==> config.mk <==
export PLATFORM = sky130hd
export DESIGN_NAME = shift_reduce_expr_parser
export DESIGN_NICKNAME = d
export VERILOG_FILES = /design/src/srp_pkg.sv /design/src/srp_ctrl.sv /design/src/srp_dpath.sv /design/src/shift_reduce_expr_parser.sv
export SDC_FILE = /design/constraint.sdc
export NUM_CORES = 1
export LEC_CHECK = 0
export BUFFER_PORTS_ARGS = -buffer_cell sky130_fd_sc_hd__buf_4
export CAP_MARGIN = 20
export CORE_MARGIN = 5
export CORE_UTILIZATION = 57
export CTS_BUF_LIST = sky130_fd_sc_hd__clkbuf_16
export CTS_CLUSTER_DIAMETER = 200
export DETAILED_ROUTE_END_ITERATION = 8
export PLACE_DENSITY = 0.83
export SLEW_MARGIN = 0
export SYNTH_ARGS = -nofsm -noshare
export SYNTH_HDL_FRONTEND = slang
export SYNTH_SLANG_ARGS = --single-unit
==> constraint.sdc <==
create_clock -name clk_i -period 6.9 [get_ports clk_i]
set_input_delay 1.38 -clock clk_i [delete_from_list [all_inputs] [get_ports clk_i]]
set_output_delay 1.38 -clock clk_i [all_outputs]
set_load 0.03 [all_outputs]
==> src/srp_pkg.sv <==
// Types, codes and constants of the shift-reduce expression parser.
`default_nettype none

package srp_pkg;

  localparam int unsigned StackDepthDef = 64;
  localparam int unsigned LevelW        = 7;

  typedef struct packed {
    logic [7:0] char_byte;
    logic       end_of_input;
  } srp_in_t;

  typedef struct packed {
    logic [2:0]        verdict;
    logic [1:0]        reductions_done;
    logic [LevelW-1:0] stack_level;
  } srp_out_t;

  localparam logic [2:0] VerdictPending  = 3'd0;
  localparam logic [2:0] VerdictAccept   = 3'd1;
  localparam logic [2:0] VerdictSyntax   = 3'd2;
  localparam logic [2:0] VerdictBadChar  = 3'd3;
  localparam logic [2:0] VerdictOverflow = 3'd4;

  typedef enum logic [2:0] {
    SYM_ID   = 3'd0,
    SYM_E    = 3'd1,
    SYM_PLUS = 3'd2,
    SYM_STAR = 3'd3,
    SYM_LPAR = 3'd4,
    SYM_RPAR = 3'd5
  } sym_e;

  typedef enum logic [1:0] {
    ERR_NONE     = 2'd0,
    ERR_BADCHAR  = 2'd1,
    ERR_OVERFLOW = 2'd2
  } err_e;

  typedef enum logic [1:0] {
    CH_SPACE = 2'd0,
    CH_TOKEN = 2'd1,
    CH_I     = 2'd2,
    CH_BAD   = 2'd3
  } ch_class_e;

  typedef enum logic [1:0] {
    RULE_NONE  = 2'd0,
    RULE_ID    = 2'd1,
    RULE_PAREN = 2'd2,
    RULE_BIN   = 2'd3
  } rule_e;

  typedef enum logic [2:0] {
    ST_IDLE   = 3'd0,
    ST_EXEC   = 3'd1,
    ST_REDUCE = 3'd2,
    ST_FILL   = 3'd3,
    ST_FINISH = 3'd4
  } state_e;

  typedef struct packed {
    logic      end_item;
    logic      err_held;
    logic      pend_i;
    logic      is_d;
    logic      full;
    logic      red_max;
    ch_class_e ch_class;
    rule_e     rule;
  } srp_status_t;

  typedef struct packed {
    logic load_item;
    logic push;
    logic set_pend;
    logic clr_pend;
    logic set_bad;
    logic set_ovf;
    logic reduce;
    logic fill;
    logic load_out;
    logic clear_all;
  } srp_cmd_t;

endpackage

`default_nettype wire

==> src/srp_ctrl.sv <==
// Sequencer of the expression parser: item intake, reduction loop, result handoff.
`default_nettype none

module srp_ctrl
  import srp_pkg::*;
(
  input  wire logic        clk_i,
  input  wire logic        rst_ni,
  input  wire logic        in_valid_i,
  output logic             in_ready_o,
  output logic             out_valid_o,
  input  wire logic        out_ready_i,
  input  wire srp_status_t status_i,
  output srp_cmd_t         cmd_o
);

  state_e state_q, state_d;
  logic   out_valid_q, out_valid_d;

  always_ff @(posedge clk_i or negedge rst_ni) begin
    if (!rst_ni) begin
      state_q     <= ST_IDLE;
      out_valid_q <= 1'b0;
    end else begin
      state_q     <= state_d;
      out_valid_q <= out_valid_d;
    end
  end

  always_comb begin
    state_d    = state_q;
    cmd_o      = '0;
    in_ready_o = 1'b0;
    case (state_q)
      ST_IDLE: begin
        in_ready_o = 1'b1;
        if (in_valid_i) begin
          cmd_o.load_item = 1'b1;
          state_d         = ST_EXEC;
        end
      end
      ST_EXEC: begin
        state_d = ST_FINISH;
        if (status_i.end_item) begin
          if (!status_i.err_held && !status_i.pend_i) begin
            state_d = ST_REDUCE;
          end
        end else if (status_i.err_held) begin
          state_d = ST_FINISH;
        end else if (status_i.pend_i) begin
          cmd_o.clr_pend = 1'b1;
          if (!status_i.is_d) begin
            cmd_o.set_bad = 1'b1;
          end else if (status_i.full) begin
            cmd_o.set_ovf = 1'b1;
          end else begin
            cmd_o.push = 1'b1;
            state_d    = ST_REDUCE;
          end
        end else begin
          case (status_i.ch_class)
            CH_SPACE: state_d = ST_FINISH;
            CH_TOKEN: begin
              if (status_i.full) begin
                cmd_o.set_ovf = 1'b1;
              end else begin
                cmd_o.push = 1'b1;
                state_d    = ST_REDUCE;
              end
            end
            CH_I:     cmd_o.set_pend = 1'b1;
            default:  cmd_o.set_bad = 1'b1;
          endcase
        end
      end
      ST_REDUCE: begin
        if (status_i.red_max || status_i.rule == RULE_NONE) begin
          state_d = ST_FINISH;
        end else begin
          cmd_o.reduce = 1'b1;
          state_d      = (status_i.rule == RULE_ID) ? ST_REDUCE : ST_FILL;
        end
      end
      ST_FILL: begin
        cmd_o.fill = 1'b1;
        state_d    = ST_REDUCE;
      end
      ST_FINISH: begin
        if (!out_valid_q || out_ready_i) begin
          cmd_o.load_out  = 1'b1;
          cmd_o.clear_all = status_i.end_item;
          state_d         = ST_IDLE;
        end
      end
      default: state_d = ST_IDLE;
    endcase
  end

  always_comb begin
    if (cmd_o.load_out) begin
      out_valid_d = 1'b1;
    end else if (out_ready_i) begin
      out_valid_d = 1'b0;
    end else begin
      out_valid_d = out_valid_q;
    end
  end

  assign out_valid_o = out_valid_q;

endmodule

`default_nettype wire

==> src/srp_dpath.sv <==
// Datapath of the expression parser: symbol stack, top-of-stack window, result register.
`default_nettype none

module srp_dpath
  import srp_pkg::*;
#(
  parameter int unsigned STACK_DEPTH = StackDepthDef
) (
  input  wire logic     clk_i,
  input  wire logic     rst_ni,
  input  wire srp_in_t  in_data_i,
  input  wire srp_cmd_t cmd_i,
  output srp_status_t   status_o,
  output srp_out_t      out_data_o
);

  localparam int unsigned CW = $clog2(STACK_DEPTH + 1);
  localparam int unsigned AW = $clog2(STACK_DEPTH);
  localparam logic [CW-1:0] DepthC = CW'(STACK_DEPTH);

  localparam logic [7:0] ChSpace = 8'h20;
  localparam logic [7:0] ChPlus  = 8'h2b;
  localparam logic [7:0] ChStar  = 8'h2a;
  localparam logic [7:0] ChLpar  = 8'h28;
  localparam logic [7:0] ChRpar  = 8'h29;
  localparam logic [7:0] ChI     = 8'h69;
  localparam logic [7:0] ChD     = 8'h64;

  logic [7:0]    ch_q;
  logic          end_q;
  logic [CW-1:0] count_q;
  logic          pend_q;
  logic          seen_q;
  err_e          err_q;
  logic [1:0]    reds_q;
  sym_e          win0_q, win1_q, win2_q;
  sym_e          rd_a_q, rd_b_q;
  srp_out_t      out_q;
  sym_e          mem_q [STACK_DEPTH];

  ch_class_e ch_class;
  sym_e      ch_sym, push_sym;
  rule_e     rule;
  err_e      err_eff;
  logic      accept_ok;

  logic [CW-1:0] idx_m1, idx_m3, idx_m4, idx_m5;
  logic [LevelW+CW-1:0] level_wide;
  srp_out_t out_d;

  // Character decode.
  always_comb begin
    ch_sym   = SYM_PLUS;
    ch_class = CH_TOKEN;
    case (ch_q)
      ChSpace: ch_class = CH_SPACE;
      ChPlus:  ch_sym   = SYM_PLUS;
      ChStar:  ch_sym   = SYM_STAR;
      ChLpar:  ch_sym   = SYM_LPAR;
      ChRpar:  ch_sym   = SYM_RPAR;
      ChI:     ch_class = CH_I;
      default: ch_class = CH_BAD;
    endcase
  end

  assign push_sym = pend_q ? SYM_ID : ch_sym;

  // Rule match at the stack top, first fit wins.
  always_comb begin
    rule = RULE_NONE;
    if (count_q != '0 && win0_q == SYM_ID) begin
      rule = RULE_ID;
    end else if (count_q >= CW'(3)) begin
      if (win0_q == SYM_RPAR && win1_q == SYM_E && win2_q == SYM_LPAR) begin
        rule = RULE_PAREN;
      end else if (win0_q == SYM_E && win2_q == SYM_E &&
                   (win1_q == SYM_PLUS || win1_q == SYM_STAR)) begin
        rule = RULE_BIN;
      end
    end
  end

  assign idx_m1 = count_q - CW'(1);
  assign idx_m3 = count_q - CW'(3);
  assign idx_m4 = count_q - CW'(4);
  assign idx_m5 = count_q - CW'(5);

  always_comb begin
    status_o          = '0;
    status_o.end_item = end_q;
    status_o.err_held = (err_q != ERR_NONE);
    status_o.pend_i   = pend_q;
    status_o.is_d     = (ch_q == ChD);
    status_o.full     = (count_q == DepthC);
    status_o.red_max  = (reds_q == 2'd3);
    status_o.ch_class = ch_class;
    status_o.rule     = rule;
  end

  // Control state.
  always_ff @(posedge clk_i or negedge rst_ni) begin
    if (!rst_ni) begin
      count_q <= '0;
      pend_q  <= 1'b0;
      seen_q  <= 1'b0;
      err_q   <= ERR_NONE;
      reds_q  <= '0;
    end else begin
      if (cmd_i.load_item) begin
        reds_q <= '0;
      end else if (cmd_i.reduce) begin
        reds_q <= reds_q + 2'd1;
      end
      if (cmd_i.clear_all) begin
        count_q <= '0;
        pend_q  <= 1'b0;
        seen_q  <= 1'b0;
        err_q   <= ERR_NONE;
      end else begin
        if (cmd_i.set_pend) begin
          pend_q <= 1'b1;
        end else if (cmd_i.clr_pend) begin
          pend_q <= 1'b0;
        end
        if (cmd_i.set_bad) begin
          err_q <= ERR_BADCHAR;
        end else if (cmd_i.set_ovf) begin
          err_q <= ERR_OVERFLOW;
        end
        if (cmd_i.push) begin
          count_q <= count_q + CW'(1);
          seen_q  <= 1'b1;
        end else if (cmd_i.reduce && rule != RULE_ID) begin
          count_q <= count_q - CW'(2);
        end
      end
    end
  end

  // Item latch, top-of-stack window, stack memory.
  always_ff @(posedge clk_i) begin
    if (cmd_i.load_item) begin
      ch_q  <= in_data_i.char_byte;
      end_q <= in_data_i.end_of_input;
    end
    if (cmd_i.push) begin
      mem_q[count_q[AW-1:0]] <= push_sym;
      win0_q <= push_sym;
      win1_q <= win0_q;
      win2_q <= win1_q;
    end else if (cmd_i.reduce) begin
      win0_q <= SYM_E;
      if (rule == RULE_ID) begin
        mem_q[idx_m1[AW-1:0]] <= SYM_E;
      end else begin
        mem_q[idx_m3[AW-1:0]] <= SYM_E;
        // Fetch the two symbols that become second and third from the top.
        if (count_q >= CW'(4)) begin
          rd_a_q <= mem_q[idx_m4[AW-1:0]];
        end
        if (count_q >= CW'(5)) begin
          rd_b_q <= mem_q[idx_m5[AW-1:0]];
        end
      end
    end else if (cmd_i.fill) begin
      win1_q <= rd_a_q;
      win2_q <= rd_b_q;
    end
    if (cmd_i.load_out) begin
      out_q <= out_d;
    end
  end

  // Result assembly.
  assign err_eff    = (err_q == ERR_NONE && pend_q) ? ERR_BADCHAR : err_q;
  assign accept_ok  = (count_q == CW'(1)) && (win0_q == SYM_E) && seen_q;
  assign level_wide = {{LevelW{1'b0}}, count_q};

  always_comb begin
    out_d.reductions_done = reds_q;
    out_d.stack_level     = end_q ? '0 : level_wide[LevelW-1:0];
    if (!end_q) begin
      out_d.verdict = VerdictPending;
    end else if (err_eff == ERR_BADCHAR) begin
      out_d.verdict = VerdictBadChar;
    end else if (err_eff == ERR_OVERFLOW) begin
      out_d.verdict = VerdictOverflow;
    end else if (accept_ok) begin
      out_d.verdict = VerdictAccept;
    end else begin
      out_d.verdict = VerdictSyntax;
    end
  end

  assign out_data_o = out_q;

endmodule

`default_nettype wire

==> src/shift_reduce_expr_parser.sv <==
// Top level of the shift-reduce expression parser: controller plus datapath.
// Steps: the item is latched and decoded; a skip, lone i or error goes straight to the result,
//   a shift is followed by up to three reductions (id rule: reduce; shrinking rule: reduce, fill).
// Throughput: one item at a time; the next transfer is taken the cycle after the result is
//   loaded into the output register, which then waits for the consumer.
// Reset (rst_ni low, asynchronous): empty stack, no error; stack memory keeps its contents.
`default_nettype none

module shift_reduce_expr_parser
  import srp_pkg::*;
#(
  parameter int unsigned STACK_DEPTH = StackDepthDef
) (
  input  wire logic     clk_i,
  input  wire logic     rst_ni,
  // Character channel: one character or an end marker per transfer.
  input  wire logic     in_valid_i,
  output logic          in_ready_o,
  input  wire srp_in_t  in_data_i,
  // Result channel: one result per input transfer.
  output logic          out_valid_o,
  input  wire logic     out_ready_i,
  output srp_out_t      out_data_o
);

  srp_cmd_t    cmd;
  srp_status_t status;

  // Sequence each item: decode and shift, reduce greedily, hand off the result.
  srp_ctrl u_ctrl (
    .clk_i       (clk_i),
    .rst_ni      (rst_ni),
    .in_valid_i  (in_valid_i),
    .in_ready_o  (in_ready_o),
    .out_valid_o (out_valid_o),
    .out_ready_i (out_ready_i),
    .status_i    (status),
    .cmd_o       (cmd)
  );

  // Hold the stack, the top-three window and the result register.
  srp_dpath #(
    .STACK_DEPTH (STACK_DEPTH)
  ) u_dpath (
    .clk_i      (clk_i),
    .rst_ni     (rst_ni),
    .in_data_i  (in_data_i),
    .cmd_i      (cmd),
    .status_o   (status),
    .out_data_o (out_data_o)
  );

endmodule

`default_nettype wire

### Word level (Yosys, flattened, before mapping)

Memory sizes are Yosys's and may differ from the RTL's. A register that Yosys moved wholly into a read port is not among the register bits.
Cells that the tools add are included.

* bits of input ports: 13
* RAM bits: 192
* logic and storage cells: 186
* memories kept: 1
* output and inout port bits: 14
* register bits after elaboration: 47

* mux-type cells: 86
* eq/ne operators: 30
* $lt $le $gt $ge: 3
* $add $sub $neg: 7
* reductions and logical operators: 40
* bitwise operators: 3

Memories
* u_dpath.mem_q: depth 64, bits a word 3, rd ports 2, clocked after Yosys merged registers in 2, wr ports 1, RTL line srp_dpath.sv:39 `sym_e mem_q [STACK_DEPTH];`

Operator list (count)
* two-way mux 3 bit: 22
* equality test 8 x 6 -> 1 bit (second input constant): 5
* two-way mux 1 bit: 38
* two-way mux 2 bit: 15
* two-way mux 7 bit: 3
* equality test 8 x 7 -> 1 bit (second input constant): 2
* two-way mux 5 bit: 3
* one-hot mux 3 bit (5 select lines): 1
* greater-or-equal comparator 7 x 3 -> 1 bit (second input constant): 2
* equality test 3 x 1 -> 1 bit (second input constant): 4
* equality test 3 x 2 -> 1 bit (second input constant): 4
* two-way mux 6 bit: 2
* nonzero test 2 bit: 6
* subtractor 6 x 3 -> 6 bit (second input constant): 2
* logical AND 1 bit: 10
* equality test 3 bit (second input constant): 3
* one-hot mux 3 bit (3 select lines): 1
* nonzero test 3 bit: 3
* OR reduction 3 bit: 3
* AND reduction 4 bit: 2
* adder 7 x 1 -> 7 bit (second input constant): 1
* equality test 7 x 1 -> 1 bit (second input constant): 1
* equality test 7 bit (second input constant): 1
* greater-or-equal comparator 7 x 2 -> 1 bit (second input constant): 1
* 18 further kinds: 34

### Logic depth before layout (Yosys ltp)

Gate-level depths: netlist of run 1.

* depth after elaboration: 17
* gate-level depth with buffers: 12
* mapped depth without buffers: 9

### Hierarchy

From an unflattened synthesis of run 1, not the netlist that was laid out.

* cell total of the unflattened synthesis: 836
* area total of the unflattened synthesis: 12620.9 µm²

Modules (own cells, without submodules)
* srp_dpath: seq. area each 7171.9 µm², area each 12278.0 µm², times used 1, cells each 794
* srp_ctrl: seq. area each 100.1 µm², area each 342.8 µm², times used 1, cells each 42

### Worst setup path after synthesis of run 1

OpenSTA, ideal clock, no wires.

* path kind: register -> register
* start point: register u_dpath.count_q[2]
* end point: memory u_dpath.mem_q[0][2] in the netlist's numbering (data pin)
* clock period less this slack: 7065 ps
* arrival time: 6149 ps
* path slack: -165 ps
* path buffers: 2
* cell stages (with the launch flop): 10
* setup time: 916 ps
* required time: 5984 ps
* cells stage by stage: dfrtp_1 -> buf_1 -> inv_1 -> ha_1 -> nor4b_4 -> a211oi_1 -> nor4_1 -> o21ai_1 -> buf_2 -> nor4b_1

* word-level cells in the longest chain between the ends: 13
* elaborated cells between the ends (all ways): 30
* classes of those cells: 1 x order compare; 2 x eq/ne; 21 x mux; 6 x reduce/logical

RTL lines
* from (decl): RTL line srp_dpath.sv:31 `logic [CW-1:0] count_q;`
* from (signal assigned): RTL line srp_dpath.sv:131 `count_q <= count_q + CW'(1);`
* from (signal assigned): RTL line srp_dpath.sv:134 `count_q <= count_q - CW'(2);`
* greater-or-equal comparator 7 x 2 -> 1 bit or nonzero test 7 bit (tied branches): RTL line srp_dpath.sv:73, srp_dpath.sv:71
* two-way mux 2 bit or logical AND 1 bit (tied branches): RTL line srp_dpath.sv:73, srp_dpath.sv:71
* two-way mux 2 bit: RTL line srp_dpath.sv:71 `if (count_q != '0 && win0_q == SYM_ID) begin`
* zero test 2 bit: RTL line srp_ctrl.sv:77 `if (status_i.red_max || status_i.rule == RULE_NONE) begin`
* logical OR 1 bit: RTL line srp_ctrl.sv:77
* two-way mux 1 bit: RTL line srp_ctrl.sv:77
* two-way mux 1 bit: RTL line srp_ctrl.sv:34 `case (state_q)`
* two-way mux 1 bit: RTL line srp_dpath.sv:151 `end else if (cmd_i.reduce) begin`
* two-way mux 1 bit: RTL line srp_dpath.sv:146 `if (cmd_i.push) begin`
* two-way mux 1 bit (implied by the code): RTL line srp_dpath.sv:154 `mem_q[idx_m1[AW-1:0]] <= SYM_E;`
* OR reduction 3 bit (no source line)
* two-way mux 3 bit (no source line)
* two-way mux 3 bit (no source line) *
* to (decl): RTL line srp_dpath.sv:39

Mark *: on every way between the ends. The rest lies on a longest branch, timed or not.

### Worst setup path in the final report of run 1

* start point: register u_dpath.count_q[3]
* end point: memory u_dpath.mem_q[26][2] in the netlist's numbering, enable pin

* word-level cells in the longest chain between the ends: 13
* elaborated cells between the ends (all ways): 36
* classes of those cells: 2 x add/sub; 1 x order compare; 2 x eq/ne; 25 x mux; 6 x reduce/logical

RTL lines (RTL line)
* greater-or-equal comparator 7 x 2 -> 1 bit or nonzero test 7 bit (tied branches): srp_dpath.sv:73, srp_dpath.sv:71
* two-way mux 2 bit or logical AND 1 bit (tied branches): srp_dpath.sv:73, srp_dpath.sv:71
* two-way mux 2 bit: srp_dpath.sv:71
* zero test 2 bit: srp_ctrl.sv:77
* logical OR 1 bit: srp_ctrl.sv:77
* two-way mux 1 bit: srp_ctrl.sv:77
* two-way mux 1 bit: srp_ctrl.sv:34
* two-way mux 1 bit: srp_dpath.sv:151
* two-way mux 1 bit: srp_dpath.sv:146
* two-way mux 1 bit (implied by the code): srp_dpath.sv:154
* OR reduction 3 bit (no source line)
* two-way mux 6 bit (no source line) or two-way mux 1 bit (tied branches) (2 in a row)

Parallel ways exist; a longest one is shown, timed or not.

==> impl_results.md, run 1 <==
- Post-CTS Setup Inserts: 0
- Slew of the pin with the lowest slew margin: 1.023 ns
- DRT met1 WL: ~10 mm
- Post-Syn Nets: around 740
- H-Tree Level Count: 1
- DR vias: about 7200
- Post-synthesis sequential area ratio: roughly 60%
- Router iterations before antenna repair: 8
- CP required: ~7.1 ns
- Post-Route WL: 28.34 mm
- Post-cts sizing count: 0
- Ys flop type: edfxtp_1
- Synthesized area: 12220 sq um
- DR iter-0 viols: around 840
- Initial Util: between 50 and 60%
- Max Used Layer: met4
- Bufs on Longest Clock Path: 3
- Clock sinks: about 250
- CTS tree: yes
- Skew-Pair Late Insertion Delay: 0.53 ns
- Antenna cells: 0
- Nets@finish: 767
- Met3 Routed Length: around 3 mm
- Max cap viols: 0
- Core ar.: about 21000 sq um
- Number of flops mapped to enable cells by yosys: 228
- Initial antenna violation count: 0
- Seq cells post-synth: 245
- Final design utilization: between 60% and 70%
- Pleak: 4.577 nW
- Largest net degree at the start of global routing: 74
- FP Rows: 53
- First-pass GRT wire length: between 40 and 50 mm
- Root buf cell: clkbuf_16
- Final Critical Period: between 4 and 5 ns
- Grt ovf: 0
- Final Max Tran Viols: 0
- Distinct cells, synth: 62
- Post-synthesis async set-or-reset flop share: just under 7%
- Synth Instances: ~720
- # setup viols final: 0
- Final hold vios: 0
- Final ANT Viol Nets: 0
- RSZ-0062 raised after global routing: false
- Synth warn: 0
- Synthesized area per cell: 17.04 sq um
- Crit start category: flop
- CP Capture Type: flop
- Area of the die: roughly 24000 sq um
- Met2 wire len: about 14 mm
- Filler cells: 1365
- Total global-route track usage: between 20% and 30%
- Period utilization: 63.30%
- Relative slew slack: a little under a third
- Post-DP HPWL: 18.39 mm
- Run status: complete, no violations
- Min Hold Slack: approximately 0.52 ns
- Share of layout cells above drive strength 1: approximately a third
- Chip Width: between 150 and 200 um
- Max VDD drop: roughly 230 uV
- P&R area growth vs syn: 11.98%
- Register clock-pin slew on the reported worst setup and hold paths: ~0.06 ns
- Crit Path Class: flop to flop
- DRC: 0
- Power Density: 429.7 nW/um^2
- Post-DR wirelength/cell: between 20 and 30 um
- Setup TNS: 0 ns
- Worst hold path type: flop to flop
- WP data arrival: 4.57 ns
- Routability cong.: slightly below 0.9
- Worst-path maximum fanout: 15
- Multi-input gate area: 4757 sq um
- Chip height: between 150 and 200 um
- Vias in the first global route: a little over 7000
- Vias per cell: 6.982
- Port-buffer cells: 26
- Num CTS Buffers: 26
- Clk_skew: roughly 0.021 ns
- # IOs: 27
- Fmax: about 0.23 GHz
- Hold buffer count at CTS: 0
- Seq. cell area: roughly 7300 sq um
==> final cells by class <==
cell class                 instances  area share, %
timing repair buffer              39          2.432
sequential                       245          53.18
clock inverter                    19          1.920
tap                              275          2.515
multi-input combinational        420          34.77
clock buffer                      27          4.938
inverter                           9         0.2469
==> per-stage QoR <==
| step | setup slack [ns] | area, sq um | total power, mW | cells |
|---|---|---|---|---|
| 2_1_floorplan | 1.888 | 12230 | 3.732 | 717 |
| 3_3_place_gp | 2.537 | 12670 | 4.254 | 984 |
| 3_5_place_dp | 2.625 | 12710 | 4.335 | 986 |
| 4_1_cts | 2.568 | 13640 | 5.865 | 1032 |
| 5_1_grt | 2.288 | 13680 | 6.136 | 1034 |
| 6_report | 2.532 | 13680 | 5.880 | 1034 |
==> path summary, 6_finish.rpt <==
check	startpoint	to	slack, ns	depth (start not counted)
worst max-delay path	u_dpath.count_q[3]$_DFFE_PN0P_	u_dpath.mem_q[26][2]$_DFFE_PP_	2.53	10
worst min-delay path	u_dpath.reds_q[1]$_DFFE_PN0P_	u_dpath.out_data_o[8]$_DFFE_PP_	0.52	0
worst max register to register	u_dpath.count_q[3]$_DFFE_PN0P_	u_dpath.mem_q[26][2]$_DFFE_PP_	2.53	10
worst min register to register	u_dpath.reds_q[1]$_DFFE_PN0P_	u_dpath.out_data_o[8]$_DFFE_PP_	0.52	0
max in group asynchronous	rst_ni	u_dpath.count_q[0]$_DFFE_PN0P_	5.95	1
min in group asynchronous	rst_ni	u_dpath.count_q[3]$_DFFE_PN0P_	0.71	1
==> critical path, cell delays in order (launching register included) <==
cell and delay, ns:
dfrtp_1 0.58, inv_1 0.38, ha_1 0.32, nor4b_4 0.34, a211oi_1 0.18, nor4_1 0.42, o21ai_1 0.10, buf_4 0.22
o41ai_1 0.52, nand2_1 0.52, nor2_1 0.43
==> cells in the final DEF (no fill, tap or decap), drive strengths merged, types with 3 or more instances in the layout <==
cell type | Yosys | routed
nor2b | 9 | 9
buf | 25 | 39
mux2i | 6 | 6
o31ai | 3 | 3
nor4 | 6 | 6
nand3 | 5 | 5
or4 | 4 | 4
xnor2 | 15 | 15
nor3 | 5 | 5
ha | 13 | 13
clkbuf | 18 | 27
nor2 | 91 | 91
edfxtp | 228 | 228
xor2 | 4 | 4
nand2 | 30 | 30
a211oi | 5 | 5
bufinv | 0 | 7
o21ai | 19 | 19
mux2 | 6 | 6
nor4b | 4 | 4
nand2b | 6 | 6
nand4 | 6 | 6
nand3b | 4 | 4
a31o | 3 | 3
dfrtp | 17 | 17
inv | 9 | 14
a21oi | 20 | 20
and2 | 3 | 3
mux4 | 123 | 123
clkinv | 0 | 6
==> synthesized netlist by cell type, types with 3 or more instances <==
cell type / n / share of area [%]
edfxtp_1: 228 / 56
mux4_2: 123 / 23
nor2_1: 91 / 2.8
nand2_1: 30 / 0.92
a21oi_1: 19 / 0.78
clkbuf_1: 18 / 0.55
dfrtp_1: 17 / 3.5
buf_2: 16 / 0.66
ha_1: 13 / 1.3
xnor2_1: 13 / 0.93
inv_1: 9 / 0.28
nor2b_1: 9 / 0.46
o21ai_0: 9 / 0.37
buf_1: 8 / 0.25
mux2_2: 6 / 0.55
mux2i_1: 6 / 0.49
nand2b_1: 6 / 0.31
nand4_1: 6 / 0.31
nor4_1: 6 / 0.31
o21ai_2: 6 / 0.43
a211oi_1: 5 / 0.31
o21ai_1: 4 / 0.16
a31o_2: 3 / 0.22
nand3_1: 3 / 0.12
nor3_1: 3 / 0.12
o31ai_1: 3 / 0.18
or4_1: 3 / 0.18
xor2_1: 3 / 0.22
==> layer usage <==
layer | up-vias | global-route usage (%)
met4 | 0 | 8.554
met5 | - | 0
li1 | 2974 | -
met1 | 3654 | 32.23
met3 | 75 | 4.895
met2 | 516 | 37.84
==> sequential cells by signal (all words and copies together), names as in the netlist, 7 cells and up <==
register,cells
u_dpath.mem_q,192
u_dpath.out_data_o,12
u_dpath.ch_q,8
u_dpath.count_q,7
==> report_power, final <==
part / leakage, nW / internal (mW) / switching (mW)
Combinational: 1.65 / 1.19 / 1.27
Sequential: 2.45 / 1.74 / 0.159
Clock: 0.475 / 0.964 / 0.557
==> kinds of logic (layout without fill, tap and decap cells) <==
kind of cell               Yosys count  after routing  synth area share [%]
DFF                                245            245                 59.51
buffers and inverters               52             94                 1.823
AOI/OAI and AO/OA                   65             65                 3.635
adders and majority gates           13             13                 1.331
muxes                              135            135                 23.71
and+or+nand+nor                    188            188                 8.253
xor gates and xnor gates            19             19                 1.731
No activity file was read; power rests on OpenSTA's default activity.
==> run 2, diff against run 1 <==
==> constraint.sdc (replaced) <==
create_clock -name clk_i -period 3.7 [get_ports clk_i]
set_input_delay 0.74 -clock clk_i [delete_from_list [all_inputs] [get_ports clk_i]]
set_output_delay 0.74 -clock clk_i [all_outputs]
set_load 0.03 [all_outputs]
==> impl_results.md, run 2 (synthesis gave the netlist of run 1 again) <==
- Run status: complete, no violations
- Worst hold path type: input pin to async pin
- Chip height: between 150 and 200 um
- Register clock-pin slew on the reported worst setup and hold paths: about 0.06 ns
- Post-DP HPWL: roughly 19 mm
- Vias in the first global route: ~7500
- Setup WS post-layout: 0.1393 ns
- Fmax: 0.2808 GHz
- Final Max Tran Viols: 0
- Slew of the pin with the lowest slew margin: approximately 0.9 ns
- DR iter-0 viols: just over 800
- Antenna cells: 0
- Placed instance area: roughly 13000 sq um
- Total global-route track usage: 24.69%
- CP Capture Type: flop
- Buffers & Inverters on Critical Path: 1
- Max VDD drop: about 560 uV
- Skew-Pair Late Insertion Delay: roughly 0.54 ns
- Final hold vios: 0
- Crit Path Class: flop to flop
- Clk_skew: around 0.014 ns
- Largest net degree at the start of global routing: around 70
- P&R area growth vs syn: 12.62%
- Worst-path maximum fanout: 8
- Setup slack at placement: 0.2358 ns
- Core ar.: 21090 sq um
- Crit-path leading delay family: simple AND/OR/NAND/NOR gates
- Relative slew slack: 39.49%
- Chip Width: between 150 and 200 um
- Commonest cells after routing, fill and taps aside: 228 x edfxtp_1, 123 x mux4_2, 91 x nor2_1, 52 x buf_4, 30 x nand2_1
- Share of layout cells above drive strength 1: approximately 34%
- Initial Util: approximately 58%
- Power Density: between 800 and 900 nW/um^2
- CTS tree: yes
- Post-DR wirelength/cell: 28.47 um
- Num CTS Buffers: 26
- Post-Route WL: ~30 mm
- RSZ-0062 raised after global routing: false
- Dpl cells: 1002
- First-pass GRT wire length: around 46 mm
- Slowest cell on the critical path: or4_4
- DR vias: ~7500
- Max reg flops: 192
- Max cap viols: 0
- Vias per cell: around 7.1
- Final ANT Viol Nets: 0
- WP data arrival: ~3.8 ns
- Max incr delay on CP: between 0.5 and 0.6 ns
- Final non-filler cell total: roughly 1100
- Area of the die: roughly 24000 sq um
- Initial antenna violation count: 0
- Setup TNS: 0 ns
- Commonest non-fill, non-tap cell in the layout: edfxtp_1
- # setup viols final: 0
- FP Rows: 53
- Clock sinks: around 250
- Bufs on Longest Clock Path: 3
- H-Tree Level Count: 1
- Port-buffer cells: 26
- Nets@finish: roughly 780
- Period utilization: a little over nine tenths
- Routability cong.: approximately 0.93
- Router iterations before antenna repair: 6
- Hold buffer count at CTS: 0
- Pleak: between 4 and 5 nW
- # IOs: 27
- CP required: a little under 4 ns
- Fin area: 13760 sq um
- Cell Chain, Critical Path: inv_1 -> ha_1 -> nor4b_4 -> a211oi_2 -> or4_4 -> a221o_2 -> xor2_2 -> o21ai_2 -> nor2_1
- Grt ovf: 0
- Root buf cell: clkbuf_16
- Crit start category: flop
- DRC: 0
- Final Critical Period: 3.561 ns
run 2: stage by stage:
| stage | hold slack (ns) | utilization [%] | power, mW |
|---|---|---|---|
| global route | 0.07855 | 65.25 | 11.50 |
| global placement | 0.4615 | 60.85 | 8.098 |
| detailed placement | 0.4793 | 60.85 | 8.237 |
| finish | 0.06908 | 65.25 | 11.05 |
| CTS | 0.06708 | 65.12 | 11.00 |
| floorplan | 0.4444 | - | 6.992 |
run 2: final cells by class:
cell class | count | area, sq um
Clock buffer | 26 | 650.6
Multi-Input combinational cell | 420 | 4767
Sequential cell | 245 | 7277
Timing Repair Buffer | 54 | 437.9
Fill cell | 1406 | 7327
Clock inverter | 22 | 250.2
Tap cell | 275 | 344.1
Inverter | 9 | 33.78
run 2: routing by layer:
| metal | GRT usage, % | part of all wire (%) | vias up |
|---|---|---|---|
| li1 | - | - | 2996 |
| met1 | 33.32 | 36 | 3834 |
| met2 | 39.74 | 49 | 535 |
| met3 | 5.725 | 10 | 94 |
| met4 | 9.463 | 4.2 | 0 |
| met5 | 0 | 0 | - |
run 2: worst reg2reg max path, cell delays in order, from the launching register on:
cell and delay (ns):
dfrtp_1 0.38, inv_1 0.08, ha_1 0.25, nor4b_4 0.40
a211oi_2 0.16, or4_4 0.52, a221o_2 0.45, xor2_2 0.40
o21ai_2 0.25, nor2_1 0.35
run 2: path summary, 6_finish.rpt:
check / startpoint / end / slack [ns] / cells after the start
min: rst_ni / u_dpath.count_q[5]$_DFFE_PN0P_ / 0.07 / 1
max reg2reg: u_dpath.count_q[2]$_DFFE_PN0P_ / u_dpath.mem_q[45][0]$_DFFE_PP_ / 0.14 / 9
max: u_dpath.count_q[2]$_DFFE_PN0P_ / u_dpath.mem_q[45][0]$_DFFE_PP_ / 0.14 / 9
min in group clk_i: in_data_i[1] / u_dpath.ch_q[0]$_DFFE_PP_ / 0.38 / 1
max in group asynchronous: rst_ni / u_dpath.count_q[0]$_DFFE_PN0P_ / 3.40 / 1
min reg2reg: u_dpath.reds_q[1]$_DFFE_PN0P_ / u_dpath.out_data_o[8]$_DFFE_PP_ / 0.49 / 0
run 2: report_power, final:
part / internal [mW] / switching [mW] / leakage, nW / total [mW]
Clock: 1.63 / 1.11 / 0.440 / 2.75
Combinational: 2.27 / 2.66 / 1.72 / 4.92
Sequential: 3.25 / 0.129 / 2.45 / 3.38
run 2: repair_timing:
item / CTS / global route
endpoints found under the setup margin: 0 / 48
gates resized for setup: 0 / 1
buffers inserted: 0 / 0
